**src/rtl/kmdc_pkg.sv**
```systemverilog
// shared types and constants for the key matrix debounce with fn chord flags
// no dependencies
`timescale 1ns / 1ps

package kmdc_pkg;

  localparam int ROWS        = 16;
  localparam int COLS        = 8;
  localparam int DIRECT_KEYS = 2;

  localparam int MATRIX_KEYS = ROWS * COLS;
  localparam int KEY_TOTAL   = MATRIX_KEYS + DIRECT_KEYS;
  localparam int FN_KEY      = MATRIX_KEYS;
  localparam int CHORD_COUNT = 4;
  localparam int KEY_AW      = $clog2(KEY_TOTAL);

  localparam int KEY_W   = 8;
  localparam int DEB_W   = 4;
  localparam int COUNT_W = 4;

  localparam logic [DEB_W-1:0] DEB_RESET = DEB_W'(4);

  typedef struct packed {
    logic [KEY_W-1:0] key_index;
    logic             level;
  } kmdc_in_t;

  typedef struct packed {
    logic [KEY_W-1:0]       changed_key;
    logic                   pressed;
    logic [CHORD_COUNT-1:0] chord_new;
    logic [CHORD_COUNT-1:0] chord_held;
  } kmdc_out_t;

  typedef struct packed {
    logic               stable;
    logic               cand;
    logic [COUNT_W-1:0] count;
  } kmdc_entry_t;

  // number key of chord i: column one of row i
  function automatic logic [KEY_AW-1:0] chord_key(input int i);
    return KEY_AW'(i * COLS + 1);
  endfunction

endpackage

```
**src/rtl/key_matrix_debounce_chord.sv**
```systemverilog
// key matrix debounce with fn chord flags, top level
// per-key state in a two-port memory with per-entry valid flops; uses kmdc_pkg
//
//  channel  ports                          payload
//  in       in_valid  in_ready  in_data    kmdc_in_t, one key sample
//  out      out_valid out_ready out_data   kmdc_out_t, one stable level change
//  cfg      cfg_valid cfg_ready cfg_data   debounce count, 4 bits
//
// one sample per cycle sustained while the result is not stalled; a result is valid once its sample
// has passed the input register (memory read alongside it) and then the update into the result register
// back-to-back samples of the same key are forwarded around the memory write
// no clearing pass: valid flops are cleared at reset, an entry never written reads as zero
// a stalled result holds the update stage; samples are still taken while the stage can move
`timescale 1ns / 1ps

module key_matrix_debounce_chord (
  input  logic                clk,
  input  logic                rst_n,
  input  logic                in_valid,
  output logic                in_ready,
  input  kmdc_pkg::kmdc_in_t  in_data,
  output logic                out_valid,
  input  logic                out_ready,
  output kmdc_pkg::kmdc_out_t out_data,
  input  logic                cfg_valid,
  output logic                cfg_ready,
  input  logic [3:0]          cfg_data
);
  import kmdc_pkg::*;

  logic [DEB_W-1:0]       deb_r;
  logic                   s1_valid_r;
  logic [KEY_AW-1:0]      s1_key_r;
  logic                   s1_lvl_r;
  kmdc_entry_t            rd_r;
  logic                   rd_vld_r;
  kmdc_entry_t            mem [KEY_TOTAL];
  logic [KEY_TOTAL-1:0]   vld_r;
  logic [CHORD_COUNT-1:0] chord_lvl_r;
  logic                   fn_lvl_r;
  logic [CHORD_COUNT-1:0] reported_r;
  logic                   out_valid_r;
  kmdc_out_t              out_r;

  logic                   adv;
  logic                   in_fire;
  logic                   in_inrange;
  logic [KEY_AW-1:0]      in_key;
  logic                   bypass;
  kmdc_entry_t            cur;
  kmdc_entry_t            wdata;
  logic [DEB_W-1:0]       thr;
  logic                   emit;
  logic [CHORD_COUNT-1:0] chord_nxt;
  logic                   fn_nxt;
  logic [CHORD_COUNT-1:0] held;

  assign cfg_ready = 1'b1;
  assign adv       = !out_valid_r || out_ready;
  assign in_ready  = !s1_valid_r || adv;
  assign in_fire   = in_valid && in_ready;
  assign in_key    = KEY_AW'(in_data.key_index);
  assign in_inrange = 32'(in_data.key_index) < KEY_TOTAL;
  assign bypass    = s1_valid_r && adv && (s1_key_r == in_key);
  assign out_valid = out_valid_r;
  assign out_data  = out_r;

  // update stage
  always_comb begin
    cur   = rd_vld_r ? rd_r : '0;
    thr   = (deb_r == '0) ? DEB_W'(1) : deb_r;
    wdata = cur;
    emit  = 1'b0;
    if (s1_lvl_r != cur.cand) begin
      wdata.cand  = s1_lvl_r;
      wdata.count = COUNT_W'(1);
    end else begin
      wdata.count = (cur.count < thr) ? cur.count + COUNT_W'(1) : thr;
      if (wdata.count == thr && cur.stable != s1_lvl_r) begin
        wdata.stable = s1_lvl_r;
        emit         = 1'b1;
      end
    end
    chord_nxt = chord_lvl_r;
    for (int i = 0; i < CHORD_COUNT; i++) begin
      if (s1_key_r == chord_key(i)) begin
        chord_nxt[i] = wdata.stable;
      end
    end
    fn_nxt = (s1_key_r == KEY_AW'(FN_KEY)) ? wdata.stable : fn_lvl_r;
    held   = fn_nxt ? chord_nxt : '0;
  end

  always_ff @(posedge clk) begin
    if (s1_valid_r && adv) begin
      mem[s1_key_r] <= wdata;
    end
    if (in_fire) begin
      rd_r <= bypass ? wdata : mem[in_key];
    end
  end

  always_ff @(posedge clk) begin
    if (!rst_n) begin
      vld_r    <= '0;
      rd_vld_r <= 1'b0;
    end else begin
      if (s1_valid_r && adv) begin
        vld_r[s1_key_r] <= 1'b1;
      end
      if (in_fire) begin
        rd_vld_r <= bypass || vld_r[in_key];
      end
    end
  end

  always_ff @(posedge clk) begin
    if (!rst_n) begin
      deb_r       <= DEB_RESET;
      s1_valid_r  <= 1'b0;
      chord_lvl_r <= '0;
      fn_lvl_r    <= 1'b0;
      reported_r  <= '0;
      out_valid_r <= 1'b0;
    end else begin
      if (cfg_valid && cfg_ready) begin
        deb_r <= cfg_data;
      end
      if (in_ready) begin
        s1_valid_r <= in_fire && in_inrange;
      end
      if (adv) begin
        out_valid_r <= s1_valid_r && emit;
      end
      if (s1_valid_r && adv) begin
        chord_lvl_r <= chord_nxt;
        fn_lvl_r    <= fn_nxt;
        if (emit) begin
          reported_r <= held;
        end
      end
    end
  end

  always_ff @(posedge clk) begin
    if (in_fire) begin
      s1_key_r <= in_key;
      s1_lvl_r <= in_data.level;
    end
    if (s1_valid_r && adv && emit) begin
      out_r.changed_key <= KEY_W'(s1_key_r);
      out_r.pressed     <= s1_lvl_r;
      out_r.chord_new   <= held & ~reported_r;
      out_r.chord_held  <= held;
    end
  end

endmodule

```
**config.mk**
```make
export PLATFORM = sky130hd
export DESIGN_NAME = key_matrix_debounce_chord
export DESIGN_NICKNAME = d
export VERILOG_FILES = /design/src/rtl/kmdc_pkg.sv /design/src/rtl/key_matrix_debounce_chord.sv
export SDC_FILE = /design/constraint.sdc
export NUM_CORES = 1
export LEC_CHECK = 0
export BUFFER_PORTS_ARGS = -buffer_cell sky130_fd_sc_hd__buf_2
export CAP_MARGIN = 10
export CORE_AREA = 2 2 265 267
export CTS_CLUSTER_DIAMETER = 120
export CTS_CLUSTER_SIZE = 8
export DETAILED_ROUTE_END_ITERATION = 10
export DIE_AREA = 0 0 267 269
export PLACE_DENSITY = 0.79
export SYNTH_ARGS = -nofsm -noshare
export SYNTH_HDL_FRONTEND = slang
export SYNTH_SLANG_ARGS = --single-unit
```
**constraint.sdc**
```tcl
create_clock -name clk -period 4.95 [get_ports clk]
set_input_delay 0.2475 -clock clk [delete_from_list [all_inputs] [get_ports clk]]
set_output_delay 0.2475 -clock clk [all_outputs]
set_load 0.01 [all_outputs]
```
# After elaboration in Yosys (flattened, before gate mapping)
# Memory sizes are Yosys's and may differ from the RTL's. A register that Yosys moved wholly into a read port is not among the register bits.
# Cells that the tools add are included.
[word_totals]
register_bits = 172
latchBits = 0
ramBits = 780
rom_bits = 0
input_bits = 18
output_inout_bits = 20
wordCells = 69
mem_count = 1
[op_classes]
addsub = 1
multipliers = 0
n_div = 0
n_lt_le_gt_ge = 5
n_eq_ne = 9
shift = 0
mux = 21
bitwise = 3
n_reduce_logical = 15
[mem_list]
columns = ["name", "depth", "word_bits", "rd", "rd_clocked_by_memory_dff", "write_ports", "line_no", "source"]
rows = [
  ["mem", 130, 6, 1, 1, 1, "key_matrix_debounce_chord.sv:37", "kmdc_entry_t mem [KEY_TOTAL];"],
]
[ops]
columns = ["cell", "n"]
rows = [
  ["130-bit bitwise OR", 1],
  ["8-bit by 9-bit less-than comparator with 1-bit output, second input constant", 2],
  ["8-bit by 5-bit equality test with 1-bit output, second input constant", 2],
  ["4-bit two-way mux", 4],
  ["1-bit two-way mux", 14],
  ["1-bit binary-select mux with 8-bit select", 1],
  ["1-bit demux with 8-bit select", 1],
  ["8-bit by 1-bit equality test with 1-bit output, second input constant", 1],
  ["8-bit by 4-bit equality test with 1-bit output, second input constant", 1],
  ["8-bit equality test", 1],
  ["8-bit equality test, second input constant", 1],
  ["8-bit by 1-bit greater-or-equal comparator with 1-bit output, second input constant", 1],
  ["1-bit logical AND", 8],
  ["8-bit less-than comparator, second input constant", 1],
  ["6-bit two-way mux", 1],
  ["4-bit by 1-bit adder with 4-bit output, second input constant", 1],
  ["4-bit bitwise AND", 1],
  ["4-bit equality test", 1],
  ["4-bit zero test", 1],
  ["4-bit less-than comparator", 1],
  ["4-bit inverter", 1],
  ["1-bit logical OR", 3],
  ["1-bit zero test", 2],
  ["1-bit inequality test", 2],
  ["2-bit AND reduction", 1],
]

# Logic depth before layout (Yosys ltp)
# Gate-level depths: netlist of the first run.
[logic_depth]
depth_word = 11
depth_mapped = 12

# Worst setup path before layout of the first run
# Ideal clock, no wire load.
[synth_path]
kind = "register -> register"
startpoint = "reg rd_vld_r"
endpoint = "mem mem[0][0] in the netlist's numbering, data pin"
setup_ps = 558
arrival_ps = 3534
required_ps = 4392
path_slack_ps = 858
path_stages_with_launch = 8
synth_period_minus_slack_ps = 4092
cell_sequence = "dfxtp_1 > clkbuf_1 > and2_0 > ha_1 > o21a_1 > o22ai_1 > mux2i_1 > nand2b_1"
[synth_rtl]
columns = ["element", "line_no", "source"]
rows = [
  ["start: declaration", "key_matrix_debounce_chord.sv:36", "logic rd_vld_r;"],
  ["start signal: assignment", "key_matrix_debounce_chord.sv:112", "rd_vld_r <= bypass || vld_r[in_key];"],
  ["end: declaration", "key_matrix_debounce_chord.sv:37", ""],
]

==> results of run 1 <==
cells by family (layout without fill, tap and decap cells):
logic type / count (synthesis) / after routing / share of synthesized area (%)
fa+ha+maj: 6 / 6 / 0.199
flops: 958 / 958 / 72.6
xor+xnor: 14 / 14 / 0.362
buf+inv: 132 / 345 / 1.90
other cells: 1 / 1 / 0.00996
simple gates: 363 / 363 / 4.36
mux: 288 / 288 / 15.3
compound gates: 273 / 273 / 5.30
cells in the mapped netlist, drive strengths merged, types with 3 or more instances:
| master | number | area, um^2 |
|---|---|---|
| nand2b | 8 | 50.1 |
| a21oi | 22 | 110 |
| xnor2 | 12 | 105 |
| or3 | 5 | 31.3 |
| o211ai | 3 | 22.5 |
| nor2b | 14 | 87.6 |
| inv | 15 | 56.3 |
| ha | 6 | 75.1 |
| o2111ai | 5 | 43.8 |
| nor3 | 15 | 75.1 |
| clkbuf | 54 | 203 |
| dfxtp | 146 | 2920 |
| mux4 | 229 | 5160 |
| a211oi | 9 | 67.6 |
| nand4 | 9 | 56.3 |
| o22ai | 10 | 62.6 |
| nand3b | 4 | 30.0 |
| and2 | 15 | 93.8 |
| or4 | 3 | 22.5 |
| a31oi | 3 | 18.8 |
| nor4 | 3 | 18.8 |
| a311oi | 5 | 43.8 |
| a22oi | 28 | 210 |
| a2111oi | 3 | 26.3 |
| mux2i | 47 | 470 |
| o221ai | 7 | 61.3 |
| edfxtp | 812 | 24400 |
| nand2 | 46 | 173 |
| o21a | 122 | 916 |
| o22a | 4 | 35.0 |
| nor2 | 202 | 758 |
| o31ai | 5 | 37.5 |
| mux2 | 12 | 135 |
| a22o | 6 | 52.6 |
| nand3 | 23 | 115 |
| buf | 63 | 455 |
| a211o | 7 | 61.3 |
| or2 | 3 | 18.8 |
| or4b | 3 | 30.0 |
| o32ai | 3 | 33.8 |
| and3 | 4 | 25.0 |
| o21ai | 21 | 105 |
registers in the layout (all words and copies together) (netlist names), 4 cells and up:
| name | count |
|---|---|
| mem | 780 |
| out_data | 17 |
| vld_r | 130 |
| reported_r | 4 |
| rd_r | 6 |
| deb_r | 4 |
| chord_lvl_r | 4 |
| s1_key_r | 8 |
worst paths after layout:
| check | start | to | slack (ps) | cells past startpoint |
|---|---|---|---|---|
| max reg2reg | rd_r[2] | mem[43][5] | 460 | 9 |
| min reg2reg | vld_r[58] | vld_r[58] | 460 | 1 |
| min | rst_n | vld_r[23] | 170 | 2 |
| max | rd_r[2] | mem[43][5] | 460 | 9 |
through the flow:
stage | utilization (%) | std cells | area [um^2] | worst slack, ps
final | 61.9 | 3188 | 42900 | 457
after global routing | 61.9 | 3188 | 42900 | 221
after CTS | 61.9 | 3188 | 42900 | 601
after detailed placement | 55.9 | 2929 | 38700 | 660
after global placement | 55.9 | 2929 | 38700 | 1010
after floorplan | - | 2035 | 37600 | 858
power by group through the flow:
stage | sequential [uW] | clock, uW | combinational (uW)
4_1_cts | 8860 | 8690 | 863
2_1_floorplan | 9020 | 0 | 552
5_1_grt | 8860 | 9050 | 914
3_3_place_gp | 9020 | 0 | 814
3_5_place_dp | 9020 | 0 | 841
6_report | 8870 | 8660 | 876
critical path, delay by kind of cell, from the launching register on:
kind                       cells  cell delay [ps]
adders and majority gates      1              250
AOI/OAI and AO/OA              3             1110
DFF                            1              380
buffers and inverters          2             1370
and+or+nand+nor                3             1020
layer usage:
metal / routed length (um) / GRT usage, % / share of wire [%] / vias to the layer above
met5: 13 / 0 / 0.014 / -
met4: 4400 / 12.2 / 4.6 / 2
met3: 11000 / 7.19 / 12 / 270
met2: 45200 / 42.7 / 47 / 1474
li1: - / - / - / 8436
met1: 34900 / 36.3 / 37 / 10800
cell usage in the layout (no fill, tap or decap), types with 15 or more instances in the layout:
cell type,count
edfxtp_1,812
mux4_2,229
nor2_1,202
dfxtp_1,146
clkbuf_16,142
o21a_1,122
clkbuf_1,94
mux2i_1,47
nand2_1,46
buf_4,32
buf_2,31
a22oi_1,28
nand3_1,23
a21oi_1,22
o21ai_0,21
nor3_1,15
dlygate4sd3_1,15
final cells by class:
| class | instances | area [um^2] |
|---|---|---|
| tap | 940 | 1180 |
| clock buffer | 237 | 3920 |
| fill | 4501 | 26400 |
| sequential | 958 | 27300 |
| timing repair buffer | 86 | 694 |
| clock inverter | 7 | 98.8 |
| multi-input combinational | 945 | 9630 |
| inverter | 15 | 57.6 |
==> reports/metrics.csv, run 1 <==
stage,metric,value,unit
outcome,status,"complete, no violations",
sta,Hold Slack,172,ps
placement,Final GP Congestion,0.983,
sta,Final period util,90.8,%
cts,Root Driver,clkbuf_16,
worst_setup_path,CP Class,reg2reg,
synth,Synth cell types,65,
layout,antenna cells,0,
sta,RSZ-0062 raised after global routing,no,
synth,Synth Net Count,2059,
cts,post-CTS setup buffer count,0,
route,Final ANT Viol Nets,0,
layout,Area Growth Syn to Fin,14.0,%
placement,dpl hpwl,55700,um
floorplan,I/O pins,38,
sta,skew final,25.0,ps
sta,Peak Freq,223,MHz
sta,Final Max Slew Viols,0,
floorplan,Initial Utilization,54.3,%
synth,area of the mapped netlist,0.0376,mm^2
route,Routed WL per cell,30.0,um
global_routing,gr usage total,27.3,%
worst_setup_path,"critical path, cell by cell","and2_0, ha_1, a211o_1, a211oi_1, or2_0, o32ai_2, nor2_1, clkinv_2, buf_4",
synth,Seq cells post-synth,958,
power,internal cell power,14500,uW
worst_setup_path,crit path max fanout,58,
worst_setup_path,Critical Path RT,5340,ps
cts,H-tree Lvls,4,
global_routing,largest net degree at the start of global routing,101,
worst_setup_path,Crit-path slowest cell,clkinv_2,
global_routing,gr ovfl total,0,
route,via count,21000,
route,drt total wl,95600,um
power,Lkg Pwr,0.0139,uW
route,vias per cell,6.57,
global_routing,global-route wire length before repair,141000,um
layout,Final #Nets,2167,
sta,minimum clock period,4490,ps
floorplan,Core ar.,0.0693,mm^2
power,Net Sw Frac,21.4,%
synth,dominant synthesized flop cell,edfxtp_1,
cts,post-CTS sizing,0,
synth,Mean Syn Cell Area,18.5,um^2
worst_setup_path,Worst EP arrival,4890,ps
power,Comb power frac,4.8,%
cts,CTS tree,yes,
sta,Slew HR,14.8,%
route,Post-route DRC,0,
floorplan,Die Ht,269,um
synth,"Seq/Total Area, Yosys",72.6,%
route,First-pass DRT Iterations,6,
global_routing,antenna violations before repair,2,
cts,worst skew pair latency,720,ps
worst_setup_path,startpoint types,flip-flop,
cts,CTS Hold Buffers Added,15,
route,Iteration-0 DRC Markers,3031,
synth,Synth Instances,2035,
synth,Async SR Flop Fraction,0,%
sta,Final Hold Fails,0,
worst_hold_path,Hold/Removal Path Class,in2reg,
synth,Yosys warnings,0,
power,Clk network pwr share,47.1,%
synth,"EDFF count, synth",812,
power,Seq pwr share,48.2,%
sta,Final Setup Violations,0,
layout,layout cells sized above 1,21.2,%
sta,setup TNS,0,ps
power,Peak VDD IR,0.000338,V
sta,worst-margin pin slew,1280,ps
floorplan,die footprint,0.0718,mm^2
power,PwrDens,429,mW/mm^2
floorplan,Site Rows,97,
power,P_sw,3940,uW
placement,PortBufs,36,
floorplan,die width,267,um
cts,"Reg clk slew, reported paths",50,ps
cts,CTS Buffer Depth,3,
cts,Sinks on Clock Net,958,
global_routing,vias in the first global route,21100,
cts,TritonCTS Buffers,137,
power,PnR Total Power,18400,uW
worst_setup_path,slowest cell delay on critical path,820,ps
worst_setup_path,crit path capture type,flip-flop,
flow_run,maxcap violations,0,
Note: power is estimated with default switching activity, not from simulation.
==> run 2, diff against run 1 <==
Settings changed: CTS_BUF_LIST set to sky130_fd_sc_hd__clkbuf_8.
==> run 2 against run 1 <==
Critical path depth did not move. Clock power fell by 36%. Register-to-register slack improved by 90 ps. Global-route usage fell by 1.6 points. Clock skew rose by 7.8 ps. Cell area fell by 3.8%. Sequential power barely moved. Die area did not move. Count of clock-buffer cells in the layout fell by 94. Maximum frequency rose by 2.1%. Utilization fell by 2.4 points. Largest cell class unchanged. Highest routed layer unchanged.
==> reports/metrics.csv, run 2 (synthesis gave the netlist of run 1 again) <==
stage,metric,value,unit,change
cts,CTS Buffer Depth,3,,unchanged
sta,RSZ-0062 raised after global routing,no,,
route,vias per cell,6.40,,-2.6%
global_routing,global-route wire length before repair,133000,um,-5.6%
floorplan,die width,267,um,unchanged
power,Peak VDD IR,0.000245,V,-28%
outcome,status,"complete, no violations",,
worst_setup_path,slowest cell delay on critical path,780,ps,-40 ps
floorplan,Initial Utilization,54.3,%,unchanged
worst_setup_path,CP bufs+invs,2,,unchanged
worst_setup_path,CP Class,reg2reg,,
sta,worst-margin pin slew,1270,ps,-11.7 ps
layout,Final Cell Area,0.0412,mm^2,-3.8%
layout,Final #Nets,2167,,unchanged
sta,Final Setup Violations,0,,unchanged
sta,Final period util,88.9,%,-1.8 points
route,Post-route DRC,0,,unchanged
sta,Final Hold Fails,0,,unchanged
cts,Sinks on Clock Net,958,,unchanged
layout,layout cells sized above 1,21.2,%,unchanged
route,via count,20400,,-2.5%
cts,TritonCTS Buffers,137,,unchanged
power,PwrDens,369,mW/mm^2,-14%
cts,CTS tree,yes,,
placement,dpl hpwl,55700,um,unchanged
global_routing,gr ovfl total,0,,unchanged
worst_setup_path,Crit-path slowest cell,clkinv_2,,
worst_hold_path,Hold/Removal Path Class,in2reg,,
route,Iteration-0 DRC Markers,2847,,-6.1%
cts,Root Driver,clkbuf_8,,
flow_run,maxcap violations,0,,unchanged
route,drt total wl,90300,um,-5.5%
floorplan,die footprint,0.0718,mm^2,unchanged
worst_setup_path,Worst EP arrival,4870,ps,-20 ps
global_routing,antenna violations before repair,2,,unchanged
worst_setup_path,crit path capture type,flip-flop,,
floorplan,Core ar.,0.0693,mm^2,unchanged
cts,"Reg clk slew, reported paths",70,ps,+20 ps
layout,"commonest cells after routing, fill and taps aside","edfxtp_1 (812), mux4_2 (229), nor2_1 (202)",,
layout,Top reg by flops,mem,,
floorplan,Die Ht,269,um,unchanged
worst_setup_path,"critical path, cell by cell","and2_0, ha_1, a211o_1, a211oi_1, or2_0, o32ai_2, nor2_1, clkinv_2, buf_4",,
worst_setup_path,"Largest delay share family, worst path",buffers and inverters,,
power,PnR Total Power,15200,uW,-17%
sta,Peak Freq,227,MHz,+2.1%
cts,H-tree Lvls,4,,unchanged
sta,minimum clock period,4400,ps,-91.0 ps
sta,Final Max Slew Viols,0,,unchanged
route,Final ANT Viol Nets,0,,unchanged
cts,worst skew pair latency,790,ps,+70 ps
global_routing,vias in the first global route,20400,,-3.2%
sta,skew final,32.8,ps,+7.82 ps
placement,Final GP Congestion,0.983,,unchanged
global_routing,gr usage total,25.7,%,-1.6 points
route,Routed WL per cell,28.3,um,-5.5%
worst_setup_path,Critical Path RT,5420,ps,+80 ps
power,Lkg Pwr,0.0135,uW,-2.6%
global_routing,largest net degree at the start of global routing,101,,unchanged
worst_setup_path,startpoint types,flip-flop,,
sta,Slew HR,15.4,%,+0.54 points
worst_setup_path,crit path max fanout,58,,unchanged
route,First-pass DRT Iterations,6,,unchanged
placement,placed cell area,0.0387,mm^2,unchanged
layout,Area Growth Syn to Fin,9.61,%,
sta,setup TNS,0,ps,unchanged
layout,"most common cell after layout, fill and taps aside",edfxtp_1,,
placement,PortBufs,36,,unchanged
floorplan,I/O pins,38,,unchanged
cts,post-CTS setup buffer count,0,,unchanged
layout,max FFs per register,780,,unchanged
floorplan,Site Rows,97,,unchanged
==> run 2: path summary, 6_finish.rpt <==
kind | startpoint | to | slack, ps | cells after the start
setup / recovery | rd_vld_r | mem[43][5] | 550 | 9
hold / removal | rst_n | vld_r[27] | 80 | 2
setup reg to reg | rd_vld_r | mem[43][5] | 550 | 9
hold reg to reg | vld_r[58] | vld_r[58] | 460 | 1
==> run 2: where the power goes <==
part / switching (uW) / internal [uW] / leakage, uW
Sequential: 27.1 / 8820 / 0.00854
Combinational: 574 / 289 / 0.00342
Clock: 2860 / 2670 / 0.00155
==> run 2: final cells by class <==
type                    count  area, um^2
fillers                  4802       28100
flip-flops and latches    958       27300
well taps                 940        1180
repair buffers             86         694
multi-input cells         945        9630
clock buffers             143        1970
inverters                  15        57.6
diodes                      1        2.50
clock inverters           101         412
==> run 2: worst reg2reg max path, cell delays in order, from the launching register on <==
cell and delay [ps]:
dfxtp_1 390, and2_0 250, ha_1 260, a211o_1 350
a211oi_1 500, or2_0 350, o32ai_2 230, nor2_1 400
clkinv_2 780, buf_4 580
==> run 2: timing repair <==
| item | in CTS | in global routing |
|---|---|---|
| hold buffers | 15 | 0 |
| endpoints found under the hold margin | 10 | 0 |
| gates resized for setup | 0 | 0 |
| setup endpoints to repair | 0 | 0 |
==> run 2: per-stage QoR <==
step | utilization (%) | hold slack (ps) | worst slack [ps] | cells
after global placement | 55.9 | 436 | 1010 | 2929
final | 59.5 | 75.6 | 548 | 3189
after global routing | 59.5 | 87.0 | 289 | 3189
after detailed placement | 55.9 | 433 | 660 | 2929
after floorplan | - | 346 | 858 | 2035
after CTS | 59.5 | 61.3 | 642 | 3188
==> run 2: per-layer routing <==
metal,part of all wire (%),track usage (%),up-vias
met4,4.4,11.5,2
li1,-,-,8424
met5,0.010,0,-
met3,12,6.82,237
met2,47,39.5,1363
met1,37,35.0,10400
